[src/rtl/affa_pkg.sv]
// Shared types and status codes of the aligned first-fit allocator.
`default_nettype none

package affa_pkg;

    typedef enum logic [2:0] {
        ST_OK         = 3'd0,
        ST_ZERO_SIZE  = 3'd1,
        ST_ZERO_ALIGN = 3'd2,
        ST_OVERFLOW   = 3'd3,
        ST_FULL       = 3'd4,
        ST_ORDER      = 3'd5,
        ST_ABORTED    = 3'd6
    } t_status;

    typedef struct packed {
        logic        starts_region;
        logic [15:0] buf_tag;
        logic [31:0] size_bytes;
        logic [31:0] align_bytes;
        logic [15:0] first_use;
        logic [15:0] last_use;
    } t_req;

    typedef struct packed {
        logic [15:0] result_id;
        logic [31:0] offset_bytes;
        t_status     status;
    } t_res;

    typedef struct packed {
        logic    load;
        logic    cmp_start;
        logic    cmp_step;
        logic    cmp_end;
        logic    walk_start;
        logic    place;
        logic    next_direct;
        logic    div_start;
        logic    div_step;
        logic    round_apply;
        logic    shift_rd;
        logic    shift_wr;
        logic    insert;
        logic    finish;
        t_status fin_code;
        logic    emit;
    } t_cmd;

    typedef struct packed {
        t_status chk_code;
        logic    cmp_done;
        logic    full;
        logic    walk_end;
        logic    ovf_cand;
        logic    fits;
        logic    ovf_pend;
        logic    align_le1;
        logic    div_done;
        logic    ovf_round;
        logic    shift_done;
        logic    out_free;
    } t_stat;

endpackage

`default_nettype wire

[src/rtl/aligned_first_fit_allocator.sv]
// Top level of the aligned first-fit allocator.
`default_nettype none

// Takes one buffer request item at a time and answers each with one result item
// that holds the buffer id, the placed byte offset and a status code. Requests
// must arrive in ascending first-use order. For each request the block first
// checks the sticky error, the size, the alignment and the order; it then
// compacts the live table, dropping placements whose last use lies before this
// first use, and walks the survivors in offset order; when the alignment is
// above one, each row passed also needs a remainder, which is found one bit per
// cycle by a restoring unit. The new row is then inserted by shifting the rows
// above it up by one. The live table memory with its single read and single
// write port sets the pace of the compaction, walk and shift steps. A finished
// result item sits in an output register, so the block goes back to accept a
// new item while the result waits to be taken. After any error every later
// item is answered with aborted until an item marked as starting a region
// arrives, which clears the table and the sticky error first.
module aligned_first_fit_allocator #(
    parameter int LIVE_ENTRIES = 16,
    parameter int ADDR_BITS    = 32,
    parameter int INDEX_BITS   = 16
) (
    input  wire               i_clk,
    input  wire               i_rst_n,
    input  wire               i_in_valid,
    output logic              o_in_ready,
    input  affa_pkg::t_req    i_in_item,
    output logic              o_out_valid,
    input  wire               i_out_ready,
    output affa_pkg::t_res    o_out_item
);

    affa_pkg::t_cmd  cmd;
    affa_pkg::t_stat stat;

    affa_ctrl u_ctrl (
        .i_clk      (i_clk),
        .i_rst_n    (i_rst_n),
        .i_in_valid (i_in_valid),
        .o_in_ready (o_in_ready),
        .i_stat     (stat),
        .o_cmd      (cmd)
    );

    affa_dp #(
        .LIVE_ENTRIES (LIVE_ENTRIES),
        .ADDR_BITS    (ADDR_BITS),
        .INDEX_BITS   (INDEX_BITS)
    ) u_dp (
        .i_clk       (i_clk),
        .i_rst_n     (i_rst_n),
        .i_in_item   (i_in_item),
        .i_cmd       (cmd),
        .o_stat      (stat),
        .o_out_valid (o_out_valid),
        .i_out_ready (i_out_ready),
        .o_out_item  (o_out_item)
    );

endmodule

`default_nettype wire

[src/rtl/affa_ctrl.sv]
// Sequencer of the allocator: checks, compaction, first-fit walk, insertion.
`default_nettype none

module affa_ctrl (
    input  wire               i_clk,
    input  wire               i_rst_n,
    input  wire               i_in_valid,
    output logic              o_in_ready,
    input  affa_pkg::t_stat   i_stat,
    output affa_pkg::t_cmd    o_cmd
);

    typedef enum logic [12:0] {
        S_IDLE  = 13'b0000000000001,
        S_CHECK = 13'b0000000000010,
        S_C_RD  = 13'b0000000000100,
        S_C_EV  = 13'b0000000001000,
        S_FULL  = 13'b0000000010000,
        S_W_RD  = 13'b0000000100000,
        S_W_EV  = 13'b0000001000000,
        S_DIV   = 13'b0000010000000,
        S_ROUND = 13'b0000100000000,
        S_S_RD  = 13'b0001000000000,
        S_S_WR  = 13'b0010000000000,
        S_INS   = 13'b0100000000000,
        S_RESP  = 13'b1000000000000
    } t_state;

    t_state r_state, n_state;

    always_ff @(posedge i_clk) begin
        if (!i_rst_n) begin
            r_state <= S_IDLE;
        end else begin
            r_state <= n_state;
        end
    end

    always_comb begin
        n_state         = r_state;
        o_cmd           = '0;
        o_cmd.fin_code  = affa_pkg::ST_OK;
        o_in_ready      = 1'b0;
        case (r_state)
            S_IDLE: begin
                o_in_ready = 1'b1;
                if (i_in_valid) begin
                    o_cmd.load = 1'b1;
                    n_state    = S_CHECK;
                end
            end
            S_CHECK: begin
                if (i_stat.chk_code != affa_pkg::ST_OK) begin
                    o_cmd.finish   = 1'b1;
                    o_cmd.fin_code = i_stat.chk_code;
                    n_state        = S_RESP;
                end else begin
                    o_cmd.cmp_start = 1'b1;
                    n_state         = S_C_RD;
                end
            end
            S_C_RD: begin
                if (i_stat.cmp_done) begin
                    o_cmd.cmp_end = 1'b1;
                    n_state       = S_FULL;
                end else begin
                    n_state = S_C_EV;
                end
            end
            S_C_EV: begin
                o_cmd.cmp_step = 1'b1;
                n_state        = S_C_RD;
            end
            S_FULL: begin
                if (i_stat.full) begin
                    o_cmd.finish   = 1'b1;
                    o_cmd.fin_code = affa_pkg::ST_FULL;
                    n_state        = S_RESP;
                end else begin
                    o_cmd.walk_start = 1'b1;
                    n_state          = S_W_RD;
                end
            end
            S_W_RD: begin
                if (i_stat.walk_end) begin
                    if (i_stat.ovf_cand) begin
                        o_cmd.finish   = 1'b1;
                        o_cmd.fin_code = affa_pkg::ST_OVERFLOW;
                        n_state        = S_RESP;
                    end else begin
                        o_cmd.place = 1'b1;
                        n_state     = S_S_RD;
                    end
                end else begin
                    n_state = S_W_EV;
                end
            end
            S_W_EV: begin
                if (i_stat.ovf_cand || (!i_stat.fits && i_stat.ovf_pend)) begin
                    o_cmd.finish   = 1'b1;
                    o_cmd.fin_code = affa_pkg::ST_OVERFLOW;
                    n_state        = S_RESP;
                end else if (i_stat.fits) begin
                    o_cmd.place = 1'b1;
                    n_state     = S_S_RD;
                end else if (i_stat.align_le1) begin
                    o_cmd.next_direct = 1'b1;
                    n_state           = S_W_RD;
                end else begin
                    o_cmd.div_start = 1'b1;
                    n_state         = S_DIV;
                end
            end
            S_DIV: begin
                if (i_stat.div_done) begin
                    n_state = S_ROUND;
                end else begin
                    o_cmd.div_step = 1'b1;
                end
            end
            S_ROUND: begin
                if (i_stat.ovf_round) begin
                    o_cmd.finish   = 1'b1;
                    o_cmd.fin_code = affa_pkg::ST_OVERFLOW;
                    n_state        = S_RESP;
                end else begin
                    o_cmd.round_apply = 1'b1;
                    n_state           = S_W_RD;
                end
            end
            S_S_RD: begin
                if (i_stat.shift_done) begin
                    n_state = S_INS;
                end else begin
                    o_cmd.shift_rd = 1'b1;
                    n_state        = S_S_WR;
                end
            end
            S_S_WR: begin
                o_cmd.shift_wr = 1'b1;
                n_state        = S_S_RD;
            end
            S_INS: begin
                o_cmd.insert   = 1'b1;
                o_cmd.finish   = 1'b1;
                o_cmd.fin_code = affa_pkg::ST_OK;
                n_state        = S_RESP;
            end
            S_RESP: begin
                if (i_stat.out_free) begin
                    o_cmd.emit = 1'b1;
                    n_state    = S_IDLE;
                end
            end
            default: begin
                n_state = S_IDLE;
            end
        endcase
    end

endmodule

`default_nettype wire

[src/rtl/affa_dp.sv]
// Datapath of the allocator: live table memory, walk arithmetic, remainder unit, result register.
`default_nettype none

module affa_dp #(
    parameter int LIVE_ENTRIES = 16,
    parameter int ADDR_BITS    = 32,
    parameter int INDEX_BITS   = 16
) (
    input  wire               i_clk,
    input  wire               i_rst_n,
    input  affa_pkg::t_req    i_in_item,
    input  affa_pkg::t_cmd    i_cmd,
    output affa_pkg::t_stat   o_stat,
    output logic              o_out_valid,
    input  wire               i_out_ready,
    output affa_pkg::t_res    o_out_item
);

    localparam int IW = $clog2(LIVE_ENTRIES);
    localparam int CW = IW + 1;
    localparam int MW = (ADDR_BITS > 32) ? ADDR_BITS : 32;
    localparam int SW = MW + 1;
    localparam int EW = ADDR_BITS + 32 + INDEX_BITS;
    localparam int DW = $clog2(ADDR_BITS + 1);
    localparam logic [SW-1:0] LIM = {{(SW-ADDR_BITS){1'b0}}, {ADDR_BITS{1'b1}}};
    localparam logic [CW-1:0] FULL_COUNT = CW'(LIVE_ENTRIES);

    // Request and control registers.
    affa_pkg::t_req          r_req;
    logic                    r_sticky;
    logic [INDEX_BITS-1:0]   r_prev_fu;
    logic [CW-1:0]           r_count;
    logic [CW-1:0]           r_idx;
    logic [CW-1:0]           r_n;
    logic [CW-1:0]           r_pos;
    logic [ADDR_BITS-1:0]    r_cand;
    logic [ADDR_BITS-1:0]    r_pend;
    logic [ADDR_BITS-1:0]    r_dsh;
    logic [32:0]             r_rem;
    logic [DW-1:0]           r_dcnt;
    affa_pkg::t_status       r_code;
    logic                    r_out_valid;
    affa_pkg::t_res          r_out;

    // Live table, one row per placement: offset, size, last use.
    logic [EW-1:0]           r_mem [LIVE_ENTRIES];
    logic [EW-1:0]           r_rd;
    logic [IW-1:0]           rd_addr;
    logic [IW-1:0]           wr_addr;
    logic [EW-1:0]           wr_data;
    logic                    wr_en;
    logic [CW-1:0]           idx_m1;

    logic [INDEX_BITS-1:0]   fu;
    logic [INDEX_BITS-1:0]   lu;
    logic [ADDR_BITS-1:0]    e_off;
    logic [31:0]             e_size;
    logic [INDEX_BITS-1:0]   e_lu;
    logic [SW-1:0]           sum_cs;
    logic [SW-1:0]           sum_pend;
    logic [31:0]             add_amt;
    logic [SW-1:0]           sum_round;
    logic [32:0]             div_tmp;
    logic [32:0]             align_ext;

    assign fu        = INDEX_BITS'(r_req.first_use);
    assign lu        = INDEX_BITS'(r_req.last_use);
    assign e_off     = r_rd[EW-1 -: ADDR_BITS];
    assign e_size    = r_rd[32+INDEX_BITS-1 -: 32];
    assign e_lu      = r_rd[INDEX_BITS-1:0];
    assign idx_m1    = r_idx - CW'(1);
    assign sum_cs    = SW'(r_cand) + SW'(r_req.size_bytes);
    assign sum_pend  = SW'(e_off) + SW'(e_size);
    assign align_ext = {1'b0, r_req.align_bytes};
    assign add_amt   = r_req.align_bytes - r_rem[31:0];
    assign sum_round = SW'(r_pend) + SW'(add_amt);
    assign div_tmp   = {r_rem[31:0], r_dsh[ADDR_BITS-1]};

    always_comb begin
        if (r_sticky) begin
            o_stat.chk_code = affa_pkg::ST_ABORTED;
        end else if (r_req.size_bytes == 32'd0) begin
            o_stat.chk_code = affa_pkg::ST_ZERO_SIZE;
        end else if (r_req.align_bytes == 32'd0) begin
            o_stat.chk_code = affa_pkg::ST_ZERO_ALIGN;
        end else if (fu < r_prev_fu) begin
            o_stat.chk_code = affa_pkg::ST_ORDER;
        end else begin
            o_stat.chk_code = affa_pkg::ST_OK;
        end
        o_stat.cmp_done   = (r_idx == r_count);
        o_stat.full       = (r_count == FULL_COUNT);
        o_stat.walk_end   = (r_idx == r_count);
        o_stat.ovf_cand   = (sum_cs > LIM);
        o_stat.fits       = (sum_cs <= SW'(e_off));
        o_stat.ovf_pend   = (sum_pend > LIM);
        o_stat.align_le1  = (r_req.align_bytes <= 32'd1);
        o_stat.div_done   = (r_dcnt == '0);
        o_stat.ovf_round  = (r_rem != 33'd0) && (sum_round > LIM);
        o_stat.shift_done = (r_idx == r_pos);
        o_stat.out_free   = !r_out_valid || i_out_ready;
    end

    // Memory ports: compaction copies down, insertion shifts up, then writes the new row.
    always_comb begin
        rd_addr = i_cmd.shift_rd ? idx_m1[IW-1:0] : r_idx[IW-1:0];
        wr_en   = 1'b0;
        wr_addr = r_n[IW-1:0];
        wr_data = r_rd;
        if (i_cmd.cmp_step && !(e_lu < fu)) begin
            wr_en = 1'b1;
        end else if (i_cmd.shift_wr) begin
            wr_en   = 1'b1;
            wr_addr = r_idx[IW-1:0];
        end else if (i_cmd.insert) begin
            wr_en   = 1'b1;
            wr_addr = r_pos[IW-1:0];
            wr_data = {r_cand, r_req.size_bytes, lu};
        end
    end

    always_ff @(posedge i_clk) begin
        if (wr_en) begin
            r_mem[wr_addr] <= wr_data;
        end
        r_rd <= r_mem[rd_addr];
    end

    // Payload registers.
    always_ff @(posedge i_clk) begin
        if (i_cmd.load) begin
            r_req <= i_in_item;
        end
        if (i_cmd.cmp_start) begin
            r_idx <= '0;
            r_n   <= '0;
        end
        if (i_cmd.cmp_step) begin
            r_idx <= r_idx + CW'(1);
            if (!(e_lu < fu)) begin
                r_n <= r_n + CW'(1);
            end
        end
        if (i_cmd.walk_start) begin
            r_idx  <= '0;
            r_cand <= '0;
        end
        if (i_cmd.place) begin
            r_pos <= r_idx;
            r_idx <= r_count;
        end
        if (i_cmd.next_direct) begin
            r_cand <= sum_pend[ADDR_BITS-1:0];
            r_idx  <= r_idx + CW'(1);
        end
        if (i_cmd.div_start) begin
            r_pend <= sum_pend[ADDR_BITS-1:0];
            r_dsh  <= sum_pend[ADDR_BITS-1:0];
            r_rem  <= '0;
            r_dcnt <= DW'(ADDR_BITS);
        end
        if (i_cmd.div_step) begin
            r_dsh  <= r_dsh << 1;
            r_dcnt <= r_dcnt - DW'(1);
            if (div_tmp >= align_ext) begin
                r_rem <= div_tmp - align_ext;
            end else begin
                r_rem <= div_tmp;
            end
        end
        if (i_cmd.round_apply) begin
            r_cand <= (r_rem == 33'd0) ? r_pend : sum_round[ADDR_BITS-1:0];
            r_idx  <= r_idx + CW'(1);
        end
        if (i_cmd.shift_wr) begin
            r_idx <= idx_m1;
        end
        if (i_cmd.finish) begin
            r_code <= i_cmd.fin_code;
        end
        if (i_cmd.emit) begin
            r_out.result_id    <= r_req.buf_tag;
            r_out.offset_bytes <= (r_code == affa_pkg::ST_OK) ? 32'(MW'(r_cand)) : 32'd0;
            r_out.status       <= r_code;
        end
    end

    // Control registers.
    always_ff @(posedge i_clk) begin
        if (!i_rst_n) begin
            r_sticky    <= 1'b0;
            r_prev_fu   <= '0;
            r_count     <= '0;
            r_out_valid <= 1'b0;
        end else begin
            if (i_cmd.load && i_in_item.starts_region) begin
                r_sticky  <= 1'b0;
                r_prev_fu <= '0;
                r_count   <= '0;
            end
            if (i_cmd.cmp_end) begin
                r_count <= r_n;
            end
            if (i_cmd.insert) begin
                r_count   <= r_count + CW'(1);
                r_prev_fu <= fu;
            end
            if (i_cmd.finish && i_cmd.fin_code != affa_pkg::ST_OK
                    && i_cmd.fin_code != affa_pkg::ST_ABORTED) begin
                r_sticky <= 1'b1;
            end
            if (i_cmd.emit) begin
                r_out_valid <= 1'b1;
            end else if (i_out_ready) begin
                r_out_valid <= 1'b0;
            end
        end
    end

    assign o_out_valid = r_out_valid;
    assign o_out_item  = r_out;

endmodule

`default_nettype wire
[config.mk]
export PLATFORM = sky130hd
export DESIGN_NAME = aligned_first_fit_allocator
export DESIGN_NICKNAME = d
export VERILOG_FILES = /design/src/rtl/affa_pkg.sv /design/src/rtl/aligned_first_fit_allocator.sv /design/src/rtl/affa_ctrl.sv /design/src/rtl/affa_dp.sv
export SDC_FILE = /design/constraint.sdc
export NUM_CORES = 2
export LEC_CHECK = 0
export BUFFER_PORTS_ARGS = -buffer_cell sky130_fd_sc_hd__buf_2
export CAP_MARGIN = 20
export CORE_AREA = 2 2 332 465
export DETAILED_ROUTE_END_ITERATION = 10
export DIE_AREA = 0 0 334 467
export HOLD_SLACK_MARGIN = 0.08
export PLACE_DENSITY = 0.78
export SKIP_CTS_REPAIR_TIMING = 1
export SLEW_MARGIN = 20
export SYNTH_ARGS = -nofsm -noshare
export SYNTH_HDL_FRONTEND = slang
export SYNTH_SLANG_ARGS = --single-unit
[constraint.sdc]
create_clock -name i_clk -period 6.02 [get_ports i_clk]
set_input_delay 0.903 -clock i_clk [delete_from_list [all_inputs] [get_ports i_clk]]
set_output_delay 0.903 -clock i_clk [all_outputs]
set_load 0.05 [all_outputs]
; Word-level counts from Yosys, hierarchy flattened
; Memory sizes are Yosys's and may differ from the RTL's. A register that Yosys moved wholly into a read port is not among the register bits.
; Index checks and enable logic that the tools add are counted.
[op_classes]
n_addsub = 10
magnitude_cmp = 8
eq_ne = 20
mux = 96
n_reduce_logical = 27
[ops]
columns = cell, n
row1 = $mux 80, 3
row2 = $mux 32, 6
row3 = $pmux 13 s13, 1
row4 = $mux 13, 9
row5 = $add 32x32->33, 3
row6 = $gt 33x32->1 const B, 3
row7 = $mux 33, 3
row8 = $mux 5, 14
row9 = $logic_not 32->1, 2
row10 = $mux 4, 10
row11 = $mux 1, 34
row12 = $ge 33x32->1, 1
row13 = $le 33x32->1, 1
row14 = $logic_not 33->1, 1
row15 = $reduce_bool 33->1, 1
row16 = $sub 33x32->33, 1
row17 = $le 32x1->1 const B, 1
row18 = $lt 16x16->1, 2
row19 = $mux 16, 2
row20 = $sub 32x32->32, 1
row21 = $pmux 4 s6, 1
row22 = $add 5x1->5 const B, 3
row23 = $mux 3, 5
row24 = $eq 13x1->1 const B, 1
row25 = 33 further kinds, 52
[totals]
ff_bits = 352
ramBits = 1280
wordCells = 185
memories = 1
[memory_table]
columns = memory, words, width, rd, rd_ports_with_merged_regs, wr, line_no
row1 = u_dp.r_mem, 16, 80, 1, 1, 1, affa_dp.sv:46  ; logic [EW-1:0] r_mem [LIVE_ENTRIES];

; Logic depth before layout (Yosys ltp)
[logic_depth]
depth_word = 15
depth_mapped = 24

; Hierarchy
; Synthesis repeated with hierarchy kept, for this count alone.
[unflattened]
cells_unflattened = 4379
area_unflattened_um2 = 74435.1
[by_module_without_submodules]
columns = mod, instances, cells_per_inst, area_each_um2
row1 = affa_dp, 1, 4246, 73391.6
row2 = affa_ctrl, 1, 133, 1043.5

; Least setup slack after synthesis
; Ideal clock, no wire load.
[synth_timing]
kind = flip-flop to flip-flop
startpoint = register u_dp.r_cand[0]
endpoint = register u_dp.r_dcnt[0], enable pin
setup_time_ns = 0.729
arrival_time_ns = 5.656
required_ns = 5.291
slack_ns = -0.366
path_stages_with_launch = 21
n_path_buf = 1
synth_period_minus_slack_ns = 6.386
cell_sequence = edfxtp_1 > ha_1 > fa_1 > a211oi_1 > o211ai_1 > a31oi_1 > o21ai_1 > or2_2 > a221oi_1 > xnor2_1 > ha_1 > a21o_1 > a21o_1 > a221oi_1 > nor3_1 > a311o_1 > o2111a_1 > and4b_1 > buf_2 > inv_2 > nand2_1
[synth_between]
elab_chain_len = 8
elab_cells_between_ends = 10
classes_between = add/sub (1) / order compare (2) / mux (3) / reduce/logical (4)
[synth_lines]
columns = item, line_no
row1 = start: declaration, affa_dp.sv:36  ; logic [ADDR_BITS-1:0] r_cand;
row2 = start signal: assignment, affa_dp.sv:153  ; r_cand <= sum_pend[ADDR_BITS-1:0];
row3 = start signal: assignment, affa_dp.sv:172  ; r_cand <= (r_rem == 33'd0) ? r_pend : sum_round[ADDR_BITS-1:0];
row4 = $add 32x32->33 *, affa_dp.sv:72  ; assign sum_cs = SW'(r_cand) + SW'(r_req.size_bytes);
row5 = $le 33x32->1, affa_dp.sv:95  ; o_stat.fits = (sum_cs <= SW'(e_off));
row6 = $logic_not 1->1, affa_ctrl.sv:99  ; if (i_stat.ovf_cand || (!i_stat.fits && i_stat.ovf_pend)) begin
row7 = $logic_and 1x1->1, affa_ctrl.sv:99
row8 = $logic_or 1x1->1, affa_ctrl.sv:99
row9 = $mux 3 *, affa_ctrl.sv:99
row10 = $mux 2 *, affa_ctrl.sv:44  ; case (r_state)
row11 = $reduce_bool 2->1 (no source line) *, -
row12 = end signal: assignment, affa_dp.sv:160  ; r_dcnt <= DW'(ADDR_BITS);
row13 = end signal: assignment, affa_dp.sv:164  ; r_dcnt <= r_dcnt - DW'(1);
row14 = end: declaration, affa_dp.sv:40  ; logic [DW-1:0] r_dcnt;
; Mark *: on every way between the ends. The rest lies on a longest branch, timed or not.
; A chain may end at the register's enable or synchronous reset.

; Worst setup path after layout
[layout_timing]
startpoint = register u_dp.r_req (netlist bit u_dp.align_ext[10])
endpoint = register u_dp.r_cand[12], data pin
[layout_between]
elab_chain_len = 7
elab_cells_between_ends = 14
classes_between = add/sub (2) / order compare (2) / mux (9) / reduce/logical (1)
[layout_lines]
columns = item, line_no
row1 = start: declaration, affa_dp.sv:29  ; affa_pkg::t_req r_req;
row2 = start signal: assignment, affa_dp.sv:132  ; r_req <= i_in_item;
row3 = $sub 32x32->32 or $le 32x1->1 (tied branches), "affa_dp.sv:75, affa_dp.sv:97"
row4 = $add 32x32->33 or $mux 1 (tied branches), "affa_dp.sv:76, affa_ctrl.sv:106"
row5 = $gt 33x32->1 or $mux 2 (tied branches), "affa_dp.sv:99, affa_ctrl.sv:103"
row6 = $logic_and 1x1->1 or $mux 3 (tied branches), "affa_dp.sv:99, affa_ctrl.sv:99"
row7 = $mux 1 or $mux 2 (tied branches), "affa_ctrl.sv:122, affa_ctrl.sv:44"
row8 = $mux 1 or $mux 32 (tied branches), "affa_ctrl.sv:44, affa_dp.sv:152"
row9 = $mux 32 *, affa_dp.sv:171  ; if (i_cmd.round_apply) begin
; Marked as above.

==> Implementation_results.wiki <==
{| class="wikitable"
! Metric !! Value
|-
| FF-to-FF path depth || 19
|-
| Global-route wire length before repair || between 200000 and 300000 um
|-
| Startpoint class of the critical path || register
|-
| Share of flip-flops with an asynchronous set or reset after synthesis || 0%
|-
| Mapped Avg Cell Area || approximately 17 um^2
|-
| Max transition margin || a little under a fifth
|-
| Worst-case clock buffer depth || 3
|-
| Cell area after technology mapping || 73900 um^2
|-
| Die Footprint || roughly 160000 um^2
|-
| Average wire per standard cell || 27.8 um
|-
| Number of maximum-capacitance constraint violations || 0
|-
| Element type at the critical path end || register
|-
| All-Layer GR Usage || between 20% and 30%
|-
| Clock-pin slew of the registers on the worst-case setup and hold paths || roughly 0.07 ns
|-
| Seq cells post-synth || around 1700
|-
| Sinks on the clock net || 1712
|-
| Final #Nets || between 5000 and 6000
|-
| Reg2reg start || u_dp.align_ext[10]
|-
| Number of buffers created by CTS || 157
|-
| Final-report hold violation count || 0
|-
| Aggregate global routing overflow || 0
|-
| Total negative slack for setup checks || 0 ns
|-
| Number of standard cells in the layout, taps in and fillers out || roughly 6800
|-
| Power density normalized to cell area || roughly 310 nW/um^2
|-
| Part of the total power dissipated in the clock network || a little under two fifths
|-
| # setup viols final || 0
|-
| Setup slack at placement || -0.113 ns
|-
| Count of routing violations after the opening detailed-route iteration || roughly 4800
|-
| Iteration count of the initial detailed-routing pass || 5
|-
| DP Wirelength || approximately 110000 um
|-
| Inst Count DP || between 6000 and 7000
|-
| Reg-to-Reg End || u_dp.r_cand[12]
|-
| Worst clock skew || ~0.042 ns
|-
| Effective utilization at floorplan || slightly below 50%
|-
| Post-synth top area cell || edfxtp_1
|-
| H-tree levels || 4
|-
| Crit path max fanout || 19
|-
| GP Congestion || between 0.9 and 1
|-
| Worst setup path endpoint || u_dp.r_cand[12]
|-
| Clock tree from TritonCTS || done
|-
| Port Buffer Count || 169
|-
| Hold Path Origin || i_in_item[61]
|-
| Area of the core || around 150000 um^2
|-
| Ranking of synthesized cells by area || edfxtp_1, mux4_2, ha_1
|-
| Post-synthesis cell count || about 4400
|-
| Ratio of final minimum period to clock period || 94.6%
|-
| Status || finished, final reports clean
|-
| Worst endpoint required time || ~6.6 ns
|-
| Overall via count from detail_route || around 43000
|-
| P&R area growth vs syn || 12.7%
|-
| Count of pins over their slew limit || 0
|-
| Crit path time final || between 5 and 6 ns
|-
| Most common cell in the synthesized netlist || edfxtp_1
|-
| Worst min-delay path class || input pin to register
|-
| Number of filler instances in the final layout || around 11000
|-
| Highest clock frequency the design can meet || 176 MHz
|-
| Switching Fraction || roughly a quarter
|-
| Proportion of power drawn by flip-flops and latches || between 50% and 60%
|-
| Post-layout util || 55.0%
|-
| Worst setup startpoint || u_dp.align_ext[10]
|-
| Switching component of the power || approximately 0.0063 W
|-
| Remaining routing DRC violations || 0
|-
| Boundary Pins || between 150 and 200
|-
| Clock latency at the later pin of the worst-skew pair || roughly 0.81 ns
|-
| DRT Wirelength || ~190000 um
|-
| Highest ir drop seen on vdd || between 500 and 600 uV
|-
| Post-synth EDFFs || 1590
|-
| Std cell rows || approximately 170
|-
| Number of nets produced by synthesis || ~4800
|-
| Most common flop cell mapped by yosys || edfxtp_1
|-
| Unique cell type count in the Yosys netlist || approximately 90
|-
| Register area share after synthesis || approximately two thirds
|-
| Transition time at the pin with the least slew margin || 1.21 ns
|-
| Antenna violations before repair || 15
|-
| Most numerous cell types in the synthesized netlist || edfxtp_1, mux4_2, nand2_1
|-
| Antenna Violating Nets Remaining || 0
|-
| Top cell type's share of synthesized area || between 60% and 70%
|-
| Worst Setup Slack, final || 0.325 ns
|-
| Number of global-route vias before repair || 43078
|-
| Gate power share || 10.1%
|-
| Ys Warns || 0
|-
| Die Wd || 334 um
|-
| Via density per instance || approximately 6.2
|-
| Register-to-register path setup slack || 0.32 ns
|-
| Clk Tree Root Cell || clkbuf_16
|-
| Worst hold slack after final layout || around 0.27 ns
|-
| Setup CP Type || register to register
|-
| Leakage power total || ~28 nW
|-
| Internal power || 0.0198 W
|-
| Critical path data arrival time || roughly 6.3 ns
|-
| Floorplan die height || about 470 um
|-
| Largest net degree at the start of global routing || 140
|-
| Share of final-layout standard cells stronger than drive strength 1 || approximately 21%
|}
## area by class of cell
cell class / instances / area [um^2] / area share [%]
Timing Repair Buffer: 280 / 2150 / 2.59
Clock inverter: 80 / 873 / 1.05
Sequential cell: 1712 / 50200 / 60.3
Clock buffer: 214 / 4300 / 5.16
Antenna cell: 12 / 30.0 / 0.0361
Inverter: 194 / 728 / 0.875
Tap cell: 1966 / 2460 / 2.95
Multi-Input combinational cell: 2354 / 22500 / 27.1
## cell usage in the layout, fill, tap and decap left out, drive strengths merged, types with 23 or more instances in the layout
cell    count
and2       51
a22o       32
ha        233
nor3       31
a31oi      23
mux2i      23
xnor2     102
dfxtp     122
nor2      196
a21oi     175
xor2       54
nand2     314
clkbuf    214
a211oi     24
nand3      45
nor2b      24
nor4       32
buf       280
edfxtp   1590
clkinv     48
nand4      41
a21o       89
mux4      400
inv       211
o21ai     155
nand2b     25
o21a       25
## layer usage
layer / wire length [um] / global-route usage [%]
met1: 70900 / 31.7
met5: 67 / 0
met3: 18500 / 4.80
met2: 93400 / 40.4
met4: 6640 / 8.86
## through the flow
stage	power, W	cell area (um^2)
final	0.0260	83300
after global placement	0.0162	78000
after floorplan	0.0154	73900
after global routing	0.0269	83200
after CTS	0.0262	83200
after detailed placement	0.0163	78000
## registers in the layout, summed over array words and instances, names as in the netlist, 6 cells and up
signal	count
u_dp.r_cand	32
u_dp.r_req	48
u_dp.r_rd	80
u_dp.fu	16
u_dp.r_pend	32
u_dp.r_mem	1280
u_ctrl.r_state	13
u_dp.o_out_item	51
u_dp.r_rem	33
u_dp.lu	16
u_dp.align_ext	32
u_dp.r_dsh	32
u_dp.r_prev_fu	16
u_dp.r_dcnt	6
## power groups by stage
stage               clock network [W]  logic (W)  registers (W)
floorplan                           0    0.00186         0.0136
finish                        0.00998    0.00264         0.0134
CTS                            0.0101    0.00260         0.0134
detailed placement                  0    0.00257         0.0137
global placement                    0    0.00252         0.0137
global route                   0.0105    0.00288         0.0134
## logic make-up (layout without fill, tap and decap cells)
| family | count (synthesis) | in the layout | share of synthesized area (%) |
|---|---|---|---|
| AO/OA/AOI/OAI | 698 | 698 | 6.26 |
| XOR/XNOR | 156 | 156 | 1.87 |
| adder cells (fa/ha/maj) | 238 | 238 | 4.08 |
| buffers and inverters | 358 | 768 | 2.00 |
| flip-flops | 1712 | 1712 | 67.9 |
| multiplexers | 423 | 423 | 12.5 |
| other | 0 | 12 | 0 |
| AND/OR/NAND/NOR | 839 | 839 | 5.38 |
## worst min path at each step
| stage | end | slack (ns) | cells past startpoint |
|---|---|---|---|
| after floorplan | u_dp.o_out_item[35] | 0.40 | 0 |
| after global placement | u_dp.o_out_item[44] | 0.40 | 0 |
| after detailed placement | u_dp.o_out_item[36] | 0.41 | 0 |
| after CTS | u_dp.align_ext[22] | 0.20 | 1 |
| after global routing | u_dp.align_ext[29] | 0.23 | 1 |
| final | u_dp.align_ext[29] | 0.27 | 1 |
## worst max-delay path, stage by stage, from the launching register on
cell	delay, ns
edfxtp_1	0.44
ha_1	0.34
and3_1	0.18
a221o_1	0.36
a31oi_2	0.23
nand3_1	0.18
a2111oi_2	0.40
o31ai_1	0.16
or4_1	0.44
a31o_2	0.25
a21oi_1	0.17
xnor2_1	0.09
ha_1	0.33
nand4_1	0.15
or3_1	0.42
o311ai_2	0.36
a21o_1	0.29
buf_4	0.28
inv_1	0.17
a22o_1	0.22
(Power assumes the default switching activity.)
